### config.mk
export PLATFORM = sky130hd
export DESIGN_NAME = ordered_list_positional_insert_delete
export DESIGN_NICKNAME = d
export VERILOG_FILES = /design/src/olpid_pkg.sv /design/src/olpid_ram.sv /design/src/olpid_ctrl.sv /design/src/ordered_list_positional_insert_delete.sv
export SDC_FILE = /design/constraint.sdc
export NUM_CORES = 2
export LEC_CHECK = 0
export ABC_AREA = 1
export BUFFER_PORTS_ARGS = -buffer_cell sky130_fd_sc_hd__buf_2
export CELL_PAD_IN_SITES_DETAIL_PLACEMENT = 1
export CELL_PAD_IN_SITES_GLOBAL_PLACEMENT = 1
export CORE_MARGIN = 2
export CORE_UTILIZATION = 53
export DETAILED_ROUTE_END_ITERATION = 8
export PLACE_DENSITY_LB_ADDON = 0.25
export SLEW_MARGIN = 0
export SYNTH_ARGS = -nofsm -noshare
export SYNTH_HDL_FRONTEND = slang
export SYNTH_HIERARCHICAL = 1
export SYNTH_SLANG_ARGS = --single-unit
### constraint.sdc
create_clock -name clk_i -period 12.1 [get_ports clk_i]
set_clock_uncertainty 0.05 [all_clocks]
set_input_delay 2.42 -clock clk_i [delete_from_list [all_inputs] [get_ports clk_i]]
set_output_delay 2.42 -clock clk_i [all_outputs]
set_load 0.005 [all_outputs]
### src/olpid_pkg.sv
// Package for the ordered list block: sizes, operation and status codes.
// Used by every module under src.
`timescale 1ns / 1ps
package olpid_pkg;
  localparam int Capacity = 64;
  localparam int AddrW    = $clog2(Capacity);
  localparam int CountW   = 7;
  localparam int DataW    = 32;

  typedef enum logic [2:0] {
    OP_INS_FIRST = 3'd0,
    OP_INS_LAST  = 3'd1,
    OP_INS_AT    = 3'd2,
    OP_DEL_FIRST = 3'd3,
    OP_DEL_LAST  = 3'd4,
    OP_DEL_AT    = 3'd5,
    OP_READ_AT   = 3'd6,
    OP_NONE      = 3'd7
  } op_e;

  typedef enum logic [1:0] {
    ST_OK     = 2'd0,
    ST_EMPTY  = 2'd1,
    ST_FULL   = 2'd2,
    ST_BADPOS = 2'd3
  } status_e;

  // Memory port commands from the controller.
  typedef struct packed {
    logic             rd_en;
    logic [AddrW-1:0] rd_addr;
    logic             wr_en;
    logic [AddrW-1:0] wr_addr;
    logic [DataW-1:0] wr_data;
  } mem_cmd_t;
endpackage

### src/olpid_ram.sv
// Single-port-write, single-read synchronous RAM holding the list elements.
// Depends on olpid_pkg for the command struct.
`timescale 1ns / 1ps
module olpid_ram (
  input  logic                                clk_i,
  input  olpid_pkg::mem_cmd_t                 cmd_i,
  output logic [olpid_pkg::DataW-1:0]         rd_data_o
);
  import olpid_pkg::*;

  logic [DataW-1:0] mem_q [Capacity];

  // Write then read, read data registered
  always_ff @(posedge clk_i) begin
    if (cmd_i.wr_en) begin
      mem_q[cmd_i.wr_addr] <= cmd_i.wr_data;
    end
    if (cmd_i.rd_en) begin
      rd_data_o <= mem_q[cmd_i.rd_addr];
    end
  end
endmodule

### src/olpid_ctrl.sv
// Sequencer for list operations: decodes, shifts entries one per step
// through the RAM, builds the result word. Depends on olpid_pkg.
`timescale 1ns / 1ps
module olpid_ctrl (
  input  logic                          clk_i,
  input  logic                          rst_ni,
  input  logic                          in_valid_i,
  output logic                          in_ready_o,
  input  logic [2:0]                    op_i,
  input  logic [olpid_pkg::DataW-1:0]   value_i,
  input  logic [7:0]                    position_i,
  output logic                          out_valid_o,
  input  logic                          out_ready_i,
  output logic [1:0]                    status_o,
  output logic [olpid_pkg::DataW-1:0]   data_out_o,
  output logic [olpid_pkg::CountW-1:0]  count_o,
  output olpid_pkg::mem_cmd_t           cmd_o,
  input  logic [olpid_pkg::DataW-1:0]   rd_data_i
);
  import olpid_pkg::*;

  typedef enum logic [2:0] {
    S_IDLE, S_INS, S_DEL, S_GRAB, S_READ, S_DONE
  } state_e;

  localparam int PosW = AddrW + 2;

  state_e           state_q;
  logic [PosW-1:0]  len_q;      // element count
  logic [PosW-1:0]  k_q;        // walking index
  logic [PosW-1:0]  stop_q;     // target slot
  logic             pend_q;     // read in flight
  logic [DataW-1:0] val_q;
  logic [1:0]       status_q;
  logic [DataW-1:0] data_q;
  logic             out_valid_q;

  logic [PosW-1:0] pos_w;
  logic            pos_ins_ok;
  logic            pos_rd_ok;
  assign pos_w      = PosW'(position_i);
  assign pos_ins_ok = (pos_w >= PosW'(1)) && (pos_w <= len_q + PosW'(1));
  assign pos_rd_ok  = (pos_w >= PosW'(1)) && (pos_w <= len_q);

  assign in_ready_o  = (state_q == S_IDLE) && !out_valid_q;
  assign out_valid_o = out_valid_q;
  assign status_o    = status_q;
  assign data_out_o  = data_q;
  assign count_o     = CountW'(len_q);

  // Drive memory: insert walks down reading k-1, delete walks up reading k+1
  always_comb begin
    cmd_o = '0;
    case (state_q)
      S_INS: begin
        if (k_q > stop_q) begin
          cmd_o.rd_en   = !pend_q;
          cmd_o.rd_addr = AddrW'(k_q - PosW'(1));
          cmd_o.wr_en   = pend_q;
          cmd_o.wr_addr = AddrW'(k_q);
          cmd_o.wr_data = rd_data_i;
        end else begin
          cmd_o.wr_en   = 1'b1;
          cmd_o.wr_addr = AddrW'(k_q);
          cmd_o.wr_data = val_q;
        end
      end
      S_GRAB, S_READ: begin
        cmd_o.rd_en   = !pend_q;
        cmd_o.rd_addr = AddrW'(stop_q);
      end
      S_DEL: begin
        cmd_o.rd_en   = !pend_q && (k_q + PosW'(1) < len_q);
        cmd_o.rd_addr = AddrW'(k_q + PosW'(1));
        cmd_o.wr_en   = pend_q;
        cmd_o.wr_addr = AddrW'(k_q);
        cmd_o.wr_data = rd_data_i;
      end
      default: cmd_o = '0;
    endcase
  end

  // Hold state and registered result
  always_ff @(posedge clk_i or negedge rst_ni) begin
    if (!rst_ni) begin
      state_q     <= S_IDLE;
      len_q       <= '0;
      k_q         <= '0;
      stop_q      <= '0;
      pend_q      <= 1'b0;
      out_valid_q <= 1'b0;
      status_q    <= ST_OK;
      data_q      <= '0;
      val_q       <= '0;
    end else begin
      if (out_valid_q && out_ready_i) out_valid_q <= 1'b0;
      case (state_q)
        S_IDLE: begin
          if (in_valid_i && in_ready_o) begin
            status_q <= ST_OK;
            data_q   <= '0;
            val_q    <= value_i;
            pend_q   <= 1'b0;
            case (op_i)
              OP_INS_FIRST, OP_INS_LAST, OP_INS_AT: begin
                if (len_q >= PosW'(Capacity)) begin
                  status_q <= ST_FULL; state_q <= S_DONE;
                end else if (op_i == OP_INS_FIRST || len_q == '0) begin
                  stop_q <= '0; k_q <= len_q; state_q <= S_INS;
                end else if (op_i == OP_INS_LAST) begin
                  stop_q <= len_q; k_q <= len_q; state_q <= S_INS;
                end else if (pos_ins_ok) begin
                  stop_q <= pos_w - PosW'(1); k_q <= len_q; state_q <= S_INS;
                end else begin
                  status_q <= ST_BADPOS; state_q <= S_DONE;
                end
              end
              OP_DEL_FIRST, OP_DEL_LAST, OP_DEL_AT, OP_READ_AT: begin
                if (len_q == '0) begin
                  status_q <= ST_EMPTY; state_q <= S_DONE;
                end else if (op_i == OP_DEL_FIRST) begin
                  stop_q <= '0; state_q <= S_GRAB;
                end else if (op_i == OP_DEL_LAST) begin
                  stop_q <= len_q - PosW'(1); state_q <= S_GRAB;
                end else if (!pos_rd_ok) begin
                  status_q <= ST_BADPOS; state_q <= S_DONE;
                end else begin
                  stop_q  <= pos_w - PosW'(1);
                  state_q <= (op_i == OP_DEL_AT) ? S_GRAB : S_READ;
                end
              end
              default: begin
                status_q <= ST_BADPOS; state_q <= S_DONE;
              end
            endcase
          end
        end
        S_INS: begin
          if (k_q > stop_q) begin
            pend_q <= !pend_q;
            if (pend_q) k_q <= k_q - PosW'(1);
          end else begin
            len_q   <= len_q + PosW'(1);
            state_q <= S_DONE;
          end
        end
        S_GRAB: begin
          // pend_q toggles back to zero on the data cycle
          pend_q <= !pend_q;
          if (pend_q) begin
            data_q  <= rd_data_i;
            k_q     <= stop_q;
            state_q <= S_DEL;
          end
        end
        S_READ: begin
          pend_q <= !pend_q;
          if (pend_q) begin
            data_q  <= rd_data_i;
            state_q <= S_DONE;
          end
        end
        S_DEL: begin
          if (k_q + PosW'(1) < len_q) begin
            pend_q <= !pend_q;
            if (pend_q) k_q <= k_q + PosW'(1);
          end else begin
            len_q   <= len_q - PosW'(1);
            state_q <= S_DONE;
          end
        end
        S_DONE: begin
          out_valid_q <= 1'b1;
          state_q     <= S_IDLE;
        end
        default: state_q <= S_IDLE;
      endcase
    end
  end

  // Count never exceeds capacity
  a_len_cap: assert property (@(posedge clk_i) disable iff (!rst_ni)
    len_q <= PosW'(Capacity)) else $error("length over capacity");
  // No new word while a result waits
  a_no_accept_busy: assert property (@(posedge clk_i) disable iff (!rst_ni)
    out_valid_q |-> !in_ready_o) else $error("accept while result pending");
  // Errors return zero data
  a_err_zero: assert property (@(posedge clk_i) disable iff (!rst_ni)
    (out_valid_q && status_q != ST_OK) |-> data_q == '0)
    else $error("error with nonzero data");
endmodule

### src/ordered_list_positional_insert_delete.sv
// Top level of the bounded ordered list; wires the sequencer to the RAM.
// Depends on olpid_pkg, olpid_ctrl and olpid_ram.
`timescale 1ns / 1ps
// Ordered list of up to 64 signed 32-bit values held in one synchronous RAM.
// One word in gives one result word out. An insert or a delete at a slot
// moves every element behind the slot by one read and one write on the
// single RAM port pair. The next word is accepted only once the result word
// has been taken.
module ordered_list_positional_insert_delete (
  input  logic        clk_i,
  input  logic        rst_ni,
  input  logic        s_axis_tvalid,
  output logic        s_axis_tready,
  input  logic [47:0] s_axis_tdata,  // op[2:0], value[34:3], position[42:35], zero
  output logic        m_axis_tvalid,
  input  logic        m_axis_tready,
  output logic [47:0] m_axis_tdata   // status[1:0], data_out[33:2], count[40:34], zero
);
  import olpid_pkg::*;

  mem_cmd_t         cmd;
  logic [DataW-1:0] rd_data;
  logic [1:0]       status;
  logic [DataW-1:0] data_out;
  logic [CountW-1:0] count;

  olpid_ctrl u_ctrl (
    .clk_i, .rst_ni,
    .in_valid_i (s_axis_tvalid),
    .in_ready_o (s_axis_tready),
    .op_i       (s_axis_tdata[2:0]),
    .value_i    (s_axis_tdata[34:3]),
    .position_i (s_axis_tdata[42:35]),
    .out_valid_o(m_axis_tvalid),
    .out_ready_i(m_axis_tready),
    .status_o   (status),
    .data_out_o (data_out),
    .count_o    (count),
    .cmd_o      (cmd),
    .rd_data_i  (rd_data)
  );

  olpid_ram u_ram (.clk_i, .cmd_i(cmd), .rd_data_o(rd_data));

  assign m_axis_tdata = {7'd0, count, data_out, status};
endmodule

==> flow_results.org <==
** Floorplan
- Die area :: 172400 um^2
- The initial utilization of the core area, before any placement, comes to 53.46%.
- The die is between 400 and 500 um tall.
- Pin placement for this block handled just over 100 I/O pins.
- Area of the core region :: 167600 um^2
- Die extent in x :: 415.2 um
- Row cnt :: 150

** Run
- Across the run, the number of max-cap violations was 0.

** Global routing
- Across every metal layer, demand over resource in global routing totals between 30 and 40%.
- Total global routing overflow :: 0
- Wire length of the first global-routing pass :: ~420 mm
- Via count of the first global-routing pass :: 66607
- Initial antenna violation count :: 15
- Entering global routing, the biggest net connects approximately 200 pins.

** Synthesis
- Yosys warning total :: 6
- Proportion of register bits with asynchronous set or reset after synthesis :: approximately 4.4%
- Synth unique cells :: 45
- Syn Std Cell Area :: roughly 90000 um^2
- Averaged over all synthesized cells, the footprint is 11.67 um^2.
- EDFF count, synth :: 2080
- Flip-flop cell with the highest count after synthesis :: edfxtp_1
- Synthesized instance count :: 7679
- The synthesized design contains between 2000 and 2500 register bits.
- Sequential cells were found to cover between 70 and 80% of the synthesized design area.

** Clocking
- Hold-fix buffers, CTS :: 0
- TritonCTS built the clock tree.
- CTS saw 2175 sinks.
- Post-CTS resize count :: 0
- Root buf cell :: clkbuf_16
- Number of buffers between clock root and the deepest sink :: 3
- TritonCTS Buffers :: between 200 and 250
- Level count of the clock H-tree :: 4
- Clock-pin slew was measured on the worst setup and hold paths at ~0.060 ns.
- Post-CTS timing repair inserted 0 buffers for setup.
- Clock Latency Late Sink :: ~0.88 ns

** Worst setup path
- Endpoint kind of the worst setup timing path :: flop
- Across all register-to-register paths, the minimum setup slack is 4.59 ns.
- Nature of the critical path startpoint :: flop
- Critical Path End :: u_ram/rd_data_o[24]$_DFFE_PP_
- For the worst flop-to-flop path, the logic depth is 23.
- The startpoint identified for the worst register-to-register timing path is u_ctrl/k_q[0]$_DFFE_PN0P_.
- Along the worst path, the maximum fanout reaches just over 200.
- CP Data Required Time :: 12.76 ns
- The worst setup path is of the reg2reg kind.
- Critical path startpoint :: u_ctrl/k_q[0]$_DFFE_PN0P_
- Data on the critical path arrives at its endpoint at between 8 and 9 ns.
- Endpoint of the most critical register-to-register path :: u_ram/rd_data_o[24]$_DFFE_PP_

** Timing
- In the finished design, the share of the clock period the worst path needs comes to about 62%.
- Headroom to the max-slew limit came out at 12.39%.
- For the pin with the worst max-slew slack, the measured transition is roughly 1.3 ns.
- The number of slew-limit violations in the final report is 0.
- Final setup violation count :: 0
- Hold violation count in the final report :: 0
- The clock period could shrink to roughly 7.5 ns.
- After routing, the total negative slack on setup checks comes to 0 ns.
- Setup repair after global routing missed its margin :: false
- Static timing analysis puts the maximum clock frequency at roughly 130 MHz.

** Power
- Sw Pwr :: 0.01286 W
- Of the total power, registers draw between 30% and 40%.
- Internal power comes to ~0.017 W.
- Power spread over the standard cell area amounts to 297.5 nW/um^2.
- Leak pwr :: ~36 nW
- VDD sags by at most roughly 0.26 mV.
- Sw Ratio :: a little over two fifths
- Per report_power, the clock group accounts for 22.1% of the total.
- Per report_power, the combinational group accounts for around 43% of the total.

** Route
- Iteration count of the initial detailed-routing pass :: 7
- For this block, the via count after detailed routing is between 60000 and 70000.
- After detailed routing, the number of vias per cell comes to around 6.3.
- Number of design rule violations left after detail routing :: 0
- Number of nets still failing antenna checks after routing :: 0
- Routed length per placed instance :: around 29 um
- Violation count after the first detailed-routing iteration :: 8219
- For this block, the routed nets add up to between 200 and 300 mm of wire.

** Cells and area
- Post-layout util :: approximately 59%
- Net count, final :: roughly 7700
- Relative to the synthesized area, the layout overhead comes to 10.85%.
- The post-route netlist has under 10% of its cells at a drive strength greater than 1.

** Min path
- The path class of the tightest hold or removal check is reg2reg.

** Place
- At the end of routability-driven placement, the weighted congestion stood at just under 0.9.
- After legalization and detailed placement, the total HPWL measured about 150 mm.
- Buffers placed on the I/O ports in this run total 89.

** Outcome
- Outcome :: finished, final reports clean
[critical path: stages (launching register included)]
cell and delay (ns):
dfrtp_1 0.47, inv_1 0.20, ha_1 0.24, inv_1 0.05, a21oi_1 0.05, o21ai_0 0.15
nand2_1 0.07, o211ai_1 0.12, nand3_1 0.17, nand2_1 0.12, clkinv_2 0.46, o21ai_4 0.31
buf_4 0.66, buf_4 0.92, buf_12 0.72, buf_12 0.77, nand2_1 0.18, nand3_1 0.14
nand3_1 0.09, nand3_1 0.14, nand3_1 0.42, nand2_1 0.24, nand2_1 0.11, nand2_1 0.14
[cells in the final DEF (no fill, tap or decap), types with 11 or more instances in the layout]
cell and count:
nor2_4 62, buf_2 88, nand3_1 1970, clkbuf_1 58, buf_12 11, nand2_1 2489
o22ai_1 33, bufinv_16 12, o21ai_4 34, o21ai_0 35, clkinv_2 42, nor2_1 48
clkbuf_16 223, xor2_1 18, nor3_1 21, a21oi_1 31, edfxtp_1 2080, clkinv_1 47
ha_1 38, buf_4 139, inv_1 152, dfrtp_1 95
[worst min path at each step]
stage	cells after the start	slack, ns	startpoint	to
6_report	2	0.42	u_ctrl/stop_q[5]$_DFFE_PN0P_	u_ctrl/stop_q[5]$_DFFE_PN0P_
5_1_grt	2	0.45	u_ctrl/stop_q[5]$_DFFE_PN0P_	u_ctrl/stop_q[5]$_DFFE_PN0P_
2_1_floorplan	2	0.39	u_ctrl/stop_q[2]$_DFFE_PN0P_	u_ctrl/stop_q[2]$_DFFE_PN0P_
3_3_place_gp	2	0.41	u_ctrl/val_q[15]$_DFFE_PN0P_	u_ctrl/val_q[15]$_DFFE_PN0P_
4_1_cts	2	0.43	u_ctrl/stop_q[5]$_DFFE_PN0P_	u_ctrl/stop_q[5]$_DFFE_PN0P_
3_5_place_dp	2	0.41	u_ctrl/stop_q[5]$_DFFE_PN0P_	u_ctrl/stop_q[5]$_DFFE_PN0P_
[cell families after synthesis]
group	after synthesis	share of synthesized area (%)
XOR/XNOR	23	0.2248
flip-flops	2175	72.36
adder cells (fa/ha/maj)	38	0.5306
other	1	0.004185
buffers and inverters	659	3.531
AND/OR/NAND/NOR	4617	22.25
AO/OA/AOI/OAI	166	1.100
[power by group through the flow]
stage,Sequential [W],Clock [W],Combinational (W)
after floorplan,0.0108,0,0.00733
after global placement,0.0106,0,0.0115
after detailed placement,0.0106,0,0.0121
after CTS,0.0105,0.00656,0.0123
after global routing,0.0105,0.00683,0.0133
final,0.0105,0.00653,0.0126
[flip-flops by register name, summed over array words and instances (netlist names)]
name,cells
u_ctrl/status_o,2
u_ctrl/out_valid_o,1
u_ctrl/val_q,32
u_ram/rd_data_o,32
u_ctrl/pend_q,1
u_ctrl/len_q,8
u_ctrl/k_q,8
u_ctrl/state_q,3
u_ctrl/stop_q,8
u_ctrl/data_out_o,32
u_ram/mem_q,2048
[synthesized netlist by cell type (all sizes together), types with 7 or more instances]
cell type / instances / area (um^2)
o21ai: 76 / 387.9
nor2: 113 / 439.2
clkbuf: 102 / 382.9
o211ai: 7 / 52.55
ha: 38 / 475.5
xor2: 18 / 157.7
buf: 389 / 2147
inv: 166 / 625.6
nand3: 1975 / 9917
dfrtp: 95 / 2377
edfxtp: 2080 / 62460
o22ai: 34 / 219.0
o2111ai: 7 / 61.31
a21oi: 33 / 168.9
nor3: 28 / 150.1
nand2: 2495 / 9393
[area by class of cell]
| type | instances | area, um^2 |
|---|---|---|
| fill | 16814 | 68270 |
| inverter | 168 | 669.4 |
| sequential | 2175 | 64840 |
| timing repair buffer | 238 | 1704 |
| multi-input combinational | 4851 | 22580 |
| antenna | 1 | 2.502 |
| tap | 2204 | 2758 |
| clock buffer | 288 | 5894 |
| clock inverter | 114 | 889.6 |
[routing by layer]
metal	GRT usage, %	wire (um)	share of wire, %	up-vias
met3	5.456	29140	10	742
li1	-	-	-	26993
met2	54.51	137900	48	3606
met5	0	22	0.0076	-
met4	14.82	13280	4.6	4
met1	43.80	107900	37	32014
[through the flow]
| stage | std cells | total power (W) | worst slack (ns) | hold WS, ns | cell area, um^2 |
|---|---|---|---|---|---|
| after global placement | 9636 | 0.02211 | 5.016 | 0.4103 | 92550 |
| final | 10039 | 0.02955 | 4.586 | 0.4231 | 99330 |
| after detailed placement | 9636 | 0.02273 | 4.874 | 0.4141 | 92550 |
| after global routing | 10038 | 0.03065 | 4.179 | 0.4457 | 99330 |
| after floorplan | 7685 | 0.01813 | 7.276 | 0.3919 | 89630 |
| after CTS | 10038 | 0.02932 | 4.735 | 0.4276 | 99330 |
Note: power is estimated with default switching activity, not from simulation.
